`config.mk`:
```
export PLATFORM = sky130hd
export DESIGN_NAME = uddp_front
export DESIGN_NICKNAME = d
export VERILOG_FILES = /design/src/sv/uddp_pkg.sv /design/src/sv/uddp_front.sv
export SDC_FILE = /design/constraint.sdc
export NUM_CORES = 1
export LEC_CHECK = 0
export ABC_AREA = 0
export BUFFER_PORTS_ARGS = -buffer_cell sky130_fd_sc_hd__buf_2
export CAP_MARGIN = 5
export CORE_MARGIN = 5
export CORE_UTILIZATION = 48
export DETAILED_ROUTE_END_ITERATION = 8
export GPL_TIMING_DRIVEN = 1
export PLACE_DENSITY = 0.77
export SLEW_MARGIN = 5
export SYNTH_ARGS = -nofsm -noshare
export SYNTH_HDL_FRONTEND = slang
export SYNTH_SLANG_ARGS = --single-unit
export TNS_END_PERCENT = 20
```
`constraint.sdc`:
```
create_clock -name i_clk -period 11.2 [get_ports i_clk]
set_clock_uncertainty 0.05 [all_clocks]
set_input_delay 1.12 -clock i_clk [delete_from_list [all_inputs] [get_ports i_clk]]
set_output_delay 1.12 -clock i_clk [all_outputs]
set_load 0.005 [all_outputs]
```
`src/sv/uddp_pkg.sv`:
```
// ----------------------------------------------------------------------------
// uddp_pkg
// Shared types and codes of the usage-dependent drop policer.
// ----------------------------------------------------------------------------
package uddp_pkg;

    localparam int NUM_REGS = 7;
    localparam int ETH_HDR  = 14;
    localparam logic [29:0] NS_PER_S = 30'd1000000000;

    localparam logic [1:0] VERDICT_PASS = 2'd0;
    localparam logic [1:0] VERDICT_DROP = 2'd1;
    localparam logic [1:0] VERDICT_TICK = 2'd2;

    // register indexes
    localparam logic [2:0] REG_INTERVAL = 3'd0;
    localparam logic [2:0] REG_LIMIT_0  = 3'd1;
    localparam logic [2:0] REG_LIMIT_1  = 3'd2;
    localparam logic [2:0] REG_LIMIT_2  = 3'd3;
    localparam logic [2:0] REG_LEVEL_0  = 3'd4;
    localparam logic [2:0] REG_LEVEL_1  = 3'd5;
    localparam logic [2:0] REG_LEVEL_2  = 3'd6;

    typedef enum logic [1:0] {
        K_V4,
        K_V6,
        K_OTHER,
        K_TICK
    } t_kind;

    typedef struct packed {
        t_kind        kind;
        logic [63:0]  lo;
        logic [63:0]  hi;
        logic [16:0]  len;
        logic [63:0]  now;
        logic [31:0]  rnd;
    } t_item;

    typedef struct packed {
        logic [11:0]      interval;
        logic [2:0][31:0] limit;
        logic [2:0][31:0] level;
    } t_cfg;

    typedef struct packed {
        logic [16:0] len;
        logic [63:0] tstamp;
    } t_ring;

    typedef enum logic [2:0] {
        S_IDLE,
        S_LOOK,
        S_DEC,
        S_T_INIT,
        S_RD,
        S_CHK,
        S_DIV,
        S_T_OUT
    } t_state;

endpackage

```
`src/sv/uddp_front.sv`:
```
// ----------------------------------------------------------------------------
// uddp_front
// Accepts items, classifies them and queues them for the back end.
// ----------------------------------------------------------------------------
module uddp_front import uddp_pkg::*; (
    input  logic        i_clk,
    input  logic        i_rst_n,
    input  logic        i_valid,
    output logic        o_ready,
    input  logic        i_req_type,
    input  logic [1:0]  i_family,
    input  logic [63:0] i_addr_low,
    input  logic [63:0] i_addr_high,
    input  logic [15:0] i_frame_length,
    input  logic [63:0] i_time_ns,
    input  logic [31:0] i_random_word,
    output logic        o_q_valid,
    output t_item       o_q_item,
    input  logic        i_q_pop
);

    t_item       r_q [2];
    logic        r_wp, r_rp;
    logic [1:0]  r_cnt;
    t_item       w_item;
    logic        w_push;

    assign o_ready   = (r_cnt != 2'd2);
    assign w_push    = i_valid && o_ready;
    assign o_q_valid = (r_cnt != 2'd0);
    assign o_q_item  = r_q[r_rp];

    always_comb begin
        w_item.now = i_time_ns;
        w_item.rnd = i_random_word;
        w_item.len = {1'b0, i_frame_length} + 17'(ETH_HDR);
        w_item.lo  = i_addr_low;
        w_item.hi  = 64'd0;
        if (i_req_type) begin
            w_item.kind = K_TICK;
        end else if (i_family == 2'd0) begin
            w_item.kind = K_V4;
            w_item.lo   = {32'd0, i_addr_low[31:0]};
        end else if (i_family == 2'd1) begin
            w_item.kind = K_V6;
            w_item.hi   = i_addr_high;
        end else begin
            w_item.kind = K_OTHER;
        end
    end

    always_ff @(posedge i_clk) begin
        if (w_push) begin
            r_q[r_wp] <= w_item;
        end
        if (!i_rst_n) begin
            r_wp  <= 1'b0;
            r_rp  <= 1'b0;
            r_cnt <= 2'd0;
        end else begin
            if (w_push) begin
                r_wp <= ~r_wp;
            end
            if (i_q_pop) begin
                r_rp <= ~r_rp;
            end
            r_cnt <= r_cnt + 2'(w_push) - 2'(i_q_pop);
        end
    end

endmodule

```
# Yosys cells after proc, flatten, opt, wreduce, memory -nomap -nowiden
# Memory sizes are Yosys's and may differ from the RTL's. A register that Yosys moved wholly into a read port is not among the register bits.
# Cells that the tools add are included.
[totals]
ff_bits = 4
ram_bits = 486
input_bits = 247
wordCells = 25
memories = 1
[classes]
addsub = 3
n_eq_ne = 2
mux = 11
bitwise = 2
n_reduce_logical = 3
[memory_table]
columns = ["memory", "depth", "word_bits", "read_ports", "rd_clocked_by_memory_dff", "wr", "line_no", "source"]
rows = [
  ["r_q", 2, 243, 1, 1, 1, "uddp_front.sv:22", "t_item r_q [2];"],
]
[ops]
columns = ["operator", "n"]
rows = [
  ["$mux W64", 3],
  ["$mux W128", 1],
  ["$add A16 B4 Y17 const B", 1],
  ["$mux W2", 3],
  ["$mux W1", 4],
  ["$add A2 B1 Y2", 1],
  ["$eq A2 B1 Y1 const B", 1],
  ["$logic_not A2 Y1", 1],
  ["$ne A2 B2 Y1 const B", 1],
  ["$not A1 Y1", 2],
  ["$reduce_bool A2 Y1", 1],
  ["$sub A2 B1 Y2", 1],
  ["$logic_and A1 B1 Y1", 1],
]

# Depth between registers and ports, before layout
# Gate-level depths: netlist of the first run.
[logic_depth]
ltp_word = 4
mapped_depth = 6

# Least setup slack after synthesis of the first run
# No wires, ideal clock.
[synth_path]
kind = "input-to-reg"
startpoint = "input i_valid"
endpoint = "memory r_q[0][0] (netlist name), enable pin"
setup_ps = 851
arrival_ps = 11292
required_ps = 10299
slack_ps = -993
path_stages = 2
n_path_buf = 0
path_cell_list = "nand2_1 > nor2_1"
[synth_between]
elab_chain_cells = 3
[synth_lines]
columns = ["element", "line_no", "source"]
rows = [
  ["start, declared", "uddp_front.sv:8", "input logic i_valid,"],
  ["$logic_and A1 B1 Y1", "uddp_front.sv:29", "assign w_push = i_valid && o_ready;"],
  ["$mux W1", "uddp_front.sv:53", "if (w_push) begin"],
  ["$mux W1 (implied by the code)", "uddp_front.sv:54", "r_q[r_wp] <= w_item;"],
  ["end, declared", "uddp_front.sv:22", ""],
]
# No other way between the ends.

==> flow_summary_export.csv, run 1 <==
group,metric,value,unit
outcome,run_status,"finished, final reports clean",
clocking,cts_max_level,2,
global_routing,grt_first_pass_wirelength,63.1,mm
clocking,clockBufferDepth,3,
timing,tns,0,ns
global_routing,grt_max_degree,78,
power,p_leak,8.84,nW
timing,max_freq,211,MHz
logic_synthesis,syn-num-nets,1179,
logic_synthesis,synth_seq_cells,491,
flow_run,cap_violations,0,
power,clkPwrFrac,35.2,%
floorplanning,core_area,38600,sq um
finish,drive_above_1_share,43.5,%
clocking,post_cts_buffers,0,
critical_path,critPathCaptureType,"output pin",
floorplanning,start_util,48.5,%
timing,min_period_over_period,42.3,%
clocking,clock_latency,0.54,ns
clocking,cts_buffers,49,
floorplanning,die-area,43100,sq um
finish,fin_cells,2010,
timing,grt_setup_unrepaired,"no",
logic_synthesis,synth_edf_count,486,
global_routing,gr-total-overflow,0,
finish,finalNetCount,1696,
timing,max_slew_margin,30.2,%
clocking,clock-sinks,491,
critical_path,cp-start-kind,"register",
detailed_routing,via_count,10200,
global_routing,gr-max-usage-layer,"met2",
critical_path,cp.arrival,3.56,ns
global_routing,grt_use_met2,32.2,%
detailed_routing,drt-total-wl,42.0,mm
placement,port_buffers,491,
power,switchingPower,990,uW
timing,finalHoldViolCount,0,
power,power.total,4.35,mW
global_routing,met1_usage,22.6,%
finish,areaGrowthSynthToFinish,23.6,%
timing,slew_violations,0,
finish,final_common_cell,"buf_2",
floorplanning,rows,72,
power,comb_power_share,12.1,%
power,pwr-share-seq,52.7,%
logic_synthesis,syn_area,18800,sq um
finish,mostFrequentLayoutCells,"buf_2, edfxtp_1, mux2_1",
timing,finalCriticalPeriod,4.73,ns
detailed_routing,post-route-drc-count,0,
hold_path,hp-start,"r_rp$_SDFFE_PN0P_",
critical_path,cp.required,10.03,ns
detailed_routing,drtIter0Drc,600,
logic_synthesis,seq_area_frac_synth,78.3,%
placement,place_inst,1914,
floorplanning,dieHeight,208,um
clocking,cts.clk_slew.worst_paths,0.06,ns
global_routing,grt_use_met3,5.00,%
global_routing,antenna_found_initial,12,
global_routing,grt_use_total,18.7,%
timing,worst_slew_pin_slew,1.05,ns
placement,gp_congestion,0.800,
floorplanning,io_pins,492,
hold_path,min_path_type,"reg2reg",
critical_path,reg2reg_from,"r_cnt[0]$_SDFF_PN0_",
logic_synthesis,synth_area_per_cell,20.2,sq um
timing,setup_viol,0,
placement,dp_hpwl,28.5,mm
power,internal_power,3.36,mW
detailed_routing,viasPerCell,5.06,
logic_synthesis,post_synth_num_cell_types,31,
logic_synthesis,synth_warnings,0,
logic_synthesis,synthArstFlopShare,0,%
critical_path,cp_max_fo,65,
critical_path,crit_type,"reg2out",
logic_synthesis,syn_inst,930,
power,p_sw_share,22.8,%
clocking,postCtsResizedCells,0,
logic_synthesis,synthFlopType,"edfxtp_1",
detailed_routing,wire_per_inst,20.9,um
critical_path,r2r_setup_slack,7.48,ns
power,max-vdd-ir-drop,0.135,mV
detailed_routing,drtPass1Iterations,5,
detailed_routing,postRouteAntennaNets,0,
power,power_density,188,nW/um^2
floorplanning,die_width,208,um
clocking,cts_tree,"done",
clocking,cts_hold_buf,0,
global_routing,grt_pass1_vias,10900,
clocking,clockRootBuffer,"clkbuf_16",
-- final cells by class --
class                      count  area (sq um)
antenna                        9          22.5
clock buffer                  55          1250
clock inverter                32           243
fill                        2782         15500
inverter                       4          15.0
multi-input combinational    399          3770
sequential                   491         14700
tap                          518           648
timing repair buffer         502          2540
-- worst max-delay path, stage by stage, from the launching register on --
cell,delay [ns]
dfxtp_4,0.83
buf_4,0.71
buf_4,0.80
mux2_1,0.41
buf_2,0.14
-- power by group through the flow --
stage | registers (mW) | logic, mW | clock network, mW
floorplan | 2.35 | 0.284 | 0
global placement | 2.33 | 0.520 | 0
detailed placement | 2.33 | 0.531 | 0
CTS | 2.29 | 0.535 | 1.57
global route | 2.31 | 0.570 | 1.66
finish | 2.29 | 0.526 | 1.53
-- stage by stage --
stage	hold WS [ns]	setup slack [ns]	cell area (sq um)	util [%]
after CTS	0.530	6.39	23200	59.9
after global routing	0.542	6.25	23200	60.0
after floorplan	0.505	3.12	18800	-
after global placement	0.507	6.82	21700	56.1
after detailed placement	0.520	6.76	21700	56.1
final	0.526	6.47	23200	60.0
-- sequential cells by signal (all words and copies together), names as in the netlist, named ones only --
register	flops
r_rp	1
r_cnt	2
r_wp	1
r_q	486
-- cells in the mapped netlist (all sizes together), types with 4 or more instances --
| cell type | number | area, sq um |
|---|---|---|
| nor2 | 9 | 43.8 |
| nand2 | 7 | 26.3 |
| buf | 36 | 292 |
| dfxtp | 5 | 100 |
| inv | 4 | 15.0 |
| xnor2 | 10 | 87.6 |
| xor2 | 7 | 61.3 |
| edfxtp | 486 | 14600 |
| nor2b | 32 | 200 |
| mux2 | 243 | 2740 |
| and2 | 69 | 432 |
-- path summary, 6_finish.rpt --
path                            to  cells past startpoint
max                   o_q_item[93]                      4
min                       register                      2
max reg2reg  r_q[0][234]$_DFFE_PP_                      5
min reg2reg               register                      2
-- kinds of logic after synthesis --
logic type / share of synthesized area (%)
mux: 14.6
flops: 78.3
fa+ha+maj: 0.133
compound gates: 0.133
buf+inv: 1.63
simple gates: 4.38
xor+xnor: 0.794
-- layer usage --
metal	routed length, um	up-vias
met4	1260	6
met2	21500	412
met5	35	-
met1	15900	5040
met3	3230	82
li1	-	4621
Power figures use the tool's default switching activity.
==> run 2, diff against run 1 <==
--- a/config.mk
+++ b/config.mk
@@ -9,10 +9,10 @@
 export BUFFER_PORTS_ARGS = -buffer_cell sky130_fd_sc_hd__buf_2
 export CAP_MARGIN = 5
 export CORE_MARGIN = 5
-export CORE_UTILIZATION = 48
+export CORE_UTILIZATION = 51
 export DETAILED_ROUTE_END_ITERATION = 8
 export GPL_TIMING_DRIVEN = 1
-export PLACE_DENSITY = 0.77
+export PLACE_DENSITY = 0.78
 export SLEW_MARGIN = 5
 export SYNTH_ARGS = -nofsm -noshare
 export SYNTH_HDL_FRONTEND = slang
==> constraint.sdc (replaced) <==
create_clock -name i_clk -period 5 [get_ports i_clk]
set_clock_uncertainty 0.05 [all_clocks]
set_input_delay 0.5 -clock i_clk [delete_from_list [all_inputs] [get_ports i_clk]]
set_output_delay 0.5 -clock i_clk [all_outputs]
set_load 0.005 [all_outputs]
==> flow_summary_export.csv, run 2 (same netlist as run 1, synthesis figures left out) <==
group,metric,value,unit
timing,slew_violations,0,
critical_path,crit_type,"reg2out",
critical_path,reg2reg_from,"r_cnt[0]$_SDFF_PN0_",
global_routing,grt_use_total,19.4,%
hold_path,hold-path-cell-count,1,
detailed_routing,post-route-drc-count,0,
power,power_density,418,nW/um^2
finish,drive_above_1_share,44.1,%
critical_path,cp.required,4.45,ns
floorplanning,core_area,36400,sq um
detailed_routing,wire_per_inst,20.9,um
clocking,cts_tree,"done",
global_routing,grt_pass1_vias,10800,
detailed_routing,postRouteAntennaNets,0,
power,p_sw_share,22.8,%
global_routing,gr-total-overflow,0,
finish,finalNetCount,1704,
power,power.total,9.71,mW
detailed_routing,viasPerCell,5.13,
power,pwr-share-seq,52.7,%
placement,port_buffers,491,
clocking,cts_max_level,2,
finish,final_common_cell,"buf_2",
hold_path,min_to,"r_q[0][89]$_DFFE_PP_",
critical_path,cp.arrival,2.48,ns
power,p_leak,8.88,nW
clocking,clock-sinks,491,
timing,tns,0,ns
placement,gp_congestion,0.793,
finish,largest_register_ffs,486,
outcome,run_status,"finished, final reports clean",
global_routing,grt_use_met2,33.7,%
critical_path,worstReg2RegEnd,"r_q[0][241]$_DFFE_PP_",
global_routing,gr-max-usage-layer,"met2",
finish,reg_top3,"r_q (486), r_cnt (2)",
detailed_routing,drtIter0Drc,594,
hold_path,hp-start,"i_time_ns[57]",
finish,fillers,2583,
power,internal_power,7.50,mW
clocking,post_cts_buffers,0,
global_routing,grt_use_met3,5.78,%
critical_path,critPathCaptureType,"output pin",
global_routing,antenna_found_initial,9,
clocking,clockBufferDepth,3,
clocking,cts.clk_slew.worst_paths,0.06,ns
hold_path,min_path_type,"in2reg",
power,comb_power_share,12.6,%
timing,worst_slew_pin_slew,1.04,ns
flow_run,cap_violations,0,
clocking,cts_hold_buf,0,
finish,regMostFlops,"r_q",
timing,finalHoldViolCount,0,
clocking,cts_buffers,48,
placement,dp_slack,2.33,ns
power,max-vdd-ir-drop,0.321,mV
global_routing,grt_first_pass_wirelength,61.6,mm
clocking,clockRootBuffer,"clkbuf_16",
timing,min_period_over_period,60.7,%
timing,grt_setup_unrepaired,"no",
clocking,postCtsResizedCells,0,
floorplanning,rows,70,
floorplanning,dieHeight,202,um
detailed_routing,via_count,10100,
floorplanning,io_pins,492,
floorplanning,start_util,51.5,%
timing,max_freq,330,MHz
global_routing,met1_usage,23.2,%
timing,max_slew_margin,30.7,%
power,clkPwrFrac,34.8,%
power,switchingPower,2.21,mW
timing,setup_viol,0,
placement,dp_hpwl,28.5,mm
critical_path,ff2ff_path_depth,4,
finish,mostFrequentLayoutCells,"buf_2, edfxtp_1, mux2_1",
finish,final_area,23200,sq um
floorplanning,die-area,40700,sq um
critical_path,cp-start-kind,"register",
global_routing,grt_max_degree,96,
timing,finalCriticalPeriod,3.03,ns
finish,areaGrowthSynthToFinish,23.9,%
detailed_routing,drt-total-wl,41.1,mm
critical_path,r2r_setup_slack,2.48,ns
timing,worst_slack,1.97,ns
clocking,clock_latency,0.55,ns
floorplanning,die_width,202,um
placement,place_area,21800,sq um
critical_path,cp_max_fo,72,
detailed_routing,drtPass1Iterations,4,
run 2: changes by cell type in the layout (fill, tap and decap cells not counted), sizes merged:
cell,before,now
clkinvlp,0,5
inv,4,5
bufinv,4,3
buf,502,511
clkinv,28,20
diode,9,5
run 2: final cells by class:
type | count | area (sq um) | share of cell area (%)
tap | 468 | 586 | 2.52
clock buffer | 55 | 1250 | 5.37
antenna | 5 | 12.5 | 0.0538
sequential | 491 | 14700 | 63.3
multi-input combinational | 399 | 3770 | 16.2
clock inverter | 29 | 224 | 0.964
timing repair buffer | 511 | 2680 | 11.5
inverter | 4 | 15.0 | 0.0646
run 2: metrics by stage:
stage               cells  utilization, %  hold WS, ns
floorplan             930               -        0.505
global placement     1873            59.7        0.504
detailed placement   1873            59.7        0.526
CTS                  1957            63.7       0.0322
global route         1961            63.8       0.0461
finish               1962            63.8       0.0760
run 2: critical path, cell delays in order, from the launching register on:
cell	delay [ns]
dfxtp_4	0.85
buf_12	0.41
mux2_1	0.39
buf_2	0.15
run 2: metal layers:
layer | part of all wire (%) | vias to the layer above
met5 | 0.11 | -
met4 | 2.9 | 6
met3 | 7.7 | 74
met2 | 51 | 373
met1 | 38 | 4981
li1 | - | 4633
run 2: worst max-delay path by stage:
| stage | end | from | depth (start not counted) |
|---|---|---|---|
| 2_1_floorplan | r_q[1][0]$_DFFE_PP_ | r_cnt[0]$_SDFF_PN0_ | 2 |
| 3_3_place_gp | r_q[0][32]$_DFFE_PP_ | i_valid | 5 |
| 3_5_place_dp | r_q[0][32]$_DFFE_PP_ | i_valid | 5 |
| 4_1_cts | o_q_item[134] | register | 3 |
| 5_1_grt | o_q_item[134] | register | 3 |
| 6_report | o_q_item[134] | register | 3 |
run 2: power groups by stage:
stage          clock, mW  sequential [mW]  combinational, mW
3_5_place_dp           0             5.20               1.24
5_1_grt             3.65             5.14               1.33
2_1_floorplan          0             5.23              0.637
3_3_place_gp           0             5.17               1.22
6_report            3.38             5.11               1.22
4_1_cts             3.47             5.12               1.25
==> run 3, diff against run 2 <==
--- a/config.mk
+++ b/config.mk
@@ -5,14 +5,14 @@
 export SDC_FILE = /design/constraint.sdc
 export NUM_CORES = 1
 export LEC_CHECK = 0
-export ABC_AREA = 0
+export ABC_AREA = 1
 export BUFFER_PORTS_ARGS = -buffer_cell sky130_fd_sc_hd__buf_2
 export CAP_MARGIN = 5
 export CORE_MARGIN = 5
-export CORE_UTILIZATION = 51
+export CORE_UTILIZATION = 48
 export DETAILED_ROUTE_END_ITERATION = 8
 export GPL_TIMING_DRIVEN = 1
-export PLACE_DENSITY = 0.78
+export PLACE_DENSITY = 0.76
 export SLEW_MARGIN = 5
 export SYNTH_ARGS = -nofsm -noshare
 export SYNTH_HDL_FRONTEND = slang
==> constraint.sdc (replaced) <==
create_clock -name i_clk -period 2.6 [get_ports i_clk]
set_clock_uncertainty 0.05 [all_clocks]
set_input_delay 0.26 -clock i_clk [delete_from_list [all_inputs] [get_ports i_clk]]
set_output_delay 0.26 -clock i_clk [all_outputs]
set_load 0.005 [all_outputs]
==> flow_summary_export.csv, run 3 <==
group,metric,value,unit
placement,dp_hpwl,31.4,mm
logic_synthesis,syn-num-nets,1326,
timing,slew_violations,0,
critical_path,cp-start-kind,"register",
finish,mostFrequentLayoutCells,"buf_2, edfxtp_1, dlygate4sd3_1",
hold_path,min_path_type,"in2reg",
floorplanning,die-area,45100,sq um
clocking,cts_buffers,47,
power,internal_power,14.7,mW
logic_synthesis,synth_warnings,0,
finish,reg_top3,"r_q (486), r_cnt (2)",
critical_path,crit_path_top_delay_cell,"dfxtp_4",
logic_synthesis,synthArstFlopShare,0,%
placement,place_inst,2085,
global_routing,antenna_found_initial,5,
detailed_routing,drt-total-wl,50.7,mm
floorplanning,dieHeight,212,um
clocking,clockBufferDepth,3,
timing,finalHoldViolCount,0,
critical_path,cp_max_fo,62,
finish,multi_input_area,4450,sq um
timing,worst_slack,0.237,ns
timing,worst_slew_pin_slew,0.658,ns
critical_path,critPathCaptureType,"output pin",
finish,finalNetCount,2063,
finish,regMostFlops,"r_q",
logic_synthesis,syn_area,19700,sq um
critical_path,critPathMaxStageDelay,0.50,ns
clocking,cts.clk_slew.worst_paths,0.06,ns
logic_synthesis,synth_area_per_cell,18.2,sq um
finish,fillers,2642,
timing,finalCriticalPeriod,2.36,ns
timing,grt_setup_unrepaired,"no",
critical_path,cp.required,2.29,ns
finish,seqCellArea,14700,sq um
logic_synthesis,synth.cells.most_frequent,"edfxtp_1, mux2_4, nor2_1",
power,p_sw_share,23.2,%
global_routing,grt_max_degree,97,
timing,min_period_over_period,90.9,%
power,pwr-share-seq,51.4,%
flow_run,cap_violations,0,
global_routing,grt_use_total,21.4,%
finish,fin_cells,2380,
clocking,clockRootBuffer,"clkbuf_16",
clocking,clock_latency,0.57,ns
placement,dp_slack,0.818,ns
critical_path,crit_buf_inv,2,
global_routing,grt_first_pass_wirelength,73.8,mm
power,max-vdd-ir-drop,0.592,mV
floorplanning,core_area,40600,sq um
outcome,run_status,"finished, final reports clean",
timing,max_slew_margin,56.2,%
detailed_routing,postRouteAntennaNets,0,
critical_path,reg2reg_from,"r_cnt[0]$_SDFF_PN0_",
logic_synthesis,synth_edf_count,486,
critical_path,critPathTopFamily,"buffers and inverters",
power,comb_power_share,15.1,%
logic_synthesis,post_synth_num_cell_types,22,
global_routing,gr-total-overflow,0,
logic_synthesis,synthFlopType,"edfxtp_1",
logic_synthesis,synth_seq_cells,491,
detailed_routing,viasPerCell,5.08,
clocking,clock-sinks,491,
clocking,cts_tree,"done",
floorplanning,start_util,48.3,%
detailed_routing,drtPass1Iterations,4,
placement,port_buffers,491,
power,switchingPower,4.43,mW
logic_synthesis,synth_most_common_cell,"edfxtp_1",
logic_synthesis,syn_inst,1077,
floorplanning,die_width,212,um
power,p_leak,10.7,nW
power,power_density,724,nW/um^2
finish,drive_above_1_share,45.2,%
finish,largest_register_ffs,486,
detailed_routing,drtIter0Drc,789,
detailed_routing,wire_per_inst,21.3,um
floorplanning,rows,74,
logic_synthesis,synth_top_area_share,74.3,%
clocking,postCtsResizedCells,0,
timing,setup_viol,0,
finish,final_common_cell,"buf_2",
logic_synthesis,synth.area.top_cells,"edfxtp_1, mux2_4, mux2_2",
hold_path,hp-start,"i_frame_length[12]",
finish,areaGrowthSynthToFinish,34.2,%
placement,gp_congestion,0.819,
global_routing,grt_pass1_vias,12800,
floorplanning,io_pins,492,
clocking,post_cts_buffers,0,
critical_path,path_cells,"buf_12, mux2_4, buf_2",
critical_path,crit_type,"reg2out",
detailed_routing,via_count,12100,
critical_path,cp.arrival,2.05,ns
detailed_routing,post-route-drc-count,0,
logic_synthesis,yosys.area.top_type,"edfxtp_1",
clocking,cts_max_level,2,
timing,max_freq,423,MHz
power,clkPwrFrac,33.5,%
timing,hold_slack,0.0466,ns
logic_synthesis,seq_area_frac_synth,74.8,%
run 3: timing repair:
| item | 4_1_cts | 5_1_grt |
|---|---|---|
| setup endpoints to repair | 0 | 0 |
| hold buffers | 212 | 0 |
| hold endpoints to repair | 420 | 0 |
run 3: power groups by stage:
stage | registers, mW | clock network [mW] | logic (mW)
CTS | 9.80 | 6.49 | 2.86
global placement | 9.92 | 0 | 2.54
finish | 9.82 | 6.39 | 2.88
floorplan | 9.96 | 0 | 1.45
detailed placement | 9.96 | 0 | 2.58
global route | 9.86 | 6.89 | 3.06
run 3: routing by layer:
layer | vias to the layer above | track usage (%) | routed length [um]
li1 | 5439 | - | -
met1 | 5897 | 25.6 | 18500
met2 | 614 | 37.6 | 26200
met3 | 124 | 5.67 | 4250
met4 | 6 | 7.70 | 1720
met5 | - | 0 | 37
run 3: worst reg2reg max path, cell delays in order (launching register included):
cell,delay (ns)
dfxtp_2,0.34
inv_2,0.04
nand2_4,0.07
nand2_4,0.09
nor2_4,0.18
buf_12,0.33
buf_4,0.38
run 3: cell families (layout without fill, tap and decap cells):
kind of cell               Yosys count  in the layout  share of synthesized area (%)
and+or+nand+nor                    227            227                           4.49
AOI/OAI and AO/OA                    9              9                          0.318
muxes                              243            243                           17.2
buffers and inverters               97            866                           2.76
other                                0              2                              0
adders and majority gates            2              2                          0.127
xor gates and xnor gates             8              8                          0.357
DFF                                491            491                           74.8
run 3: worst paths after layout:
kind	depth (start not counted)	slack [ns]	to
worst min register to register	2	0.46	r_rp$_SDFFE_PN0P_
worst max register to register	6	0.78	r_q[0][237]$_DFFE_PP_
worst max-delay path	3	0.24	o_q_item[82]
worst min-delay path	3	0.05	r_q[0][108]$_DFFE_PP_
run 3: stage by stage:
stage | utilization, % | power (mW) | area [sq um] | TNS, ns
detailed placement | 56.2 | 12.5 | 22800 | 0
finish | 64.9 | 19.1 | 26400 | 0
CTS | 64.9 | 19.1 | 26400 | 0
floorplan | - | 11.4 | 19700 | -962.71
global route | 64.9 | 19.8 | 26400 | 0
global placement | 56.2 | 12.5 | 22800 | 0
run 3: cell type report:
cell class,instances,share of cell area (%)
sequential,491,55.7
antenna,2,0.0190
clock inverter,25,0.726
timing repair buffer,732,18.8
tap,532,2.52
inverter,53,0.754
clock buffer,56,4.59
multi-input combinational,489,16.9
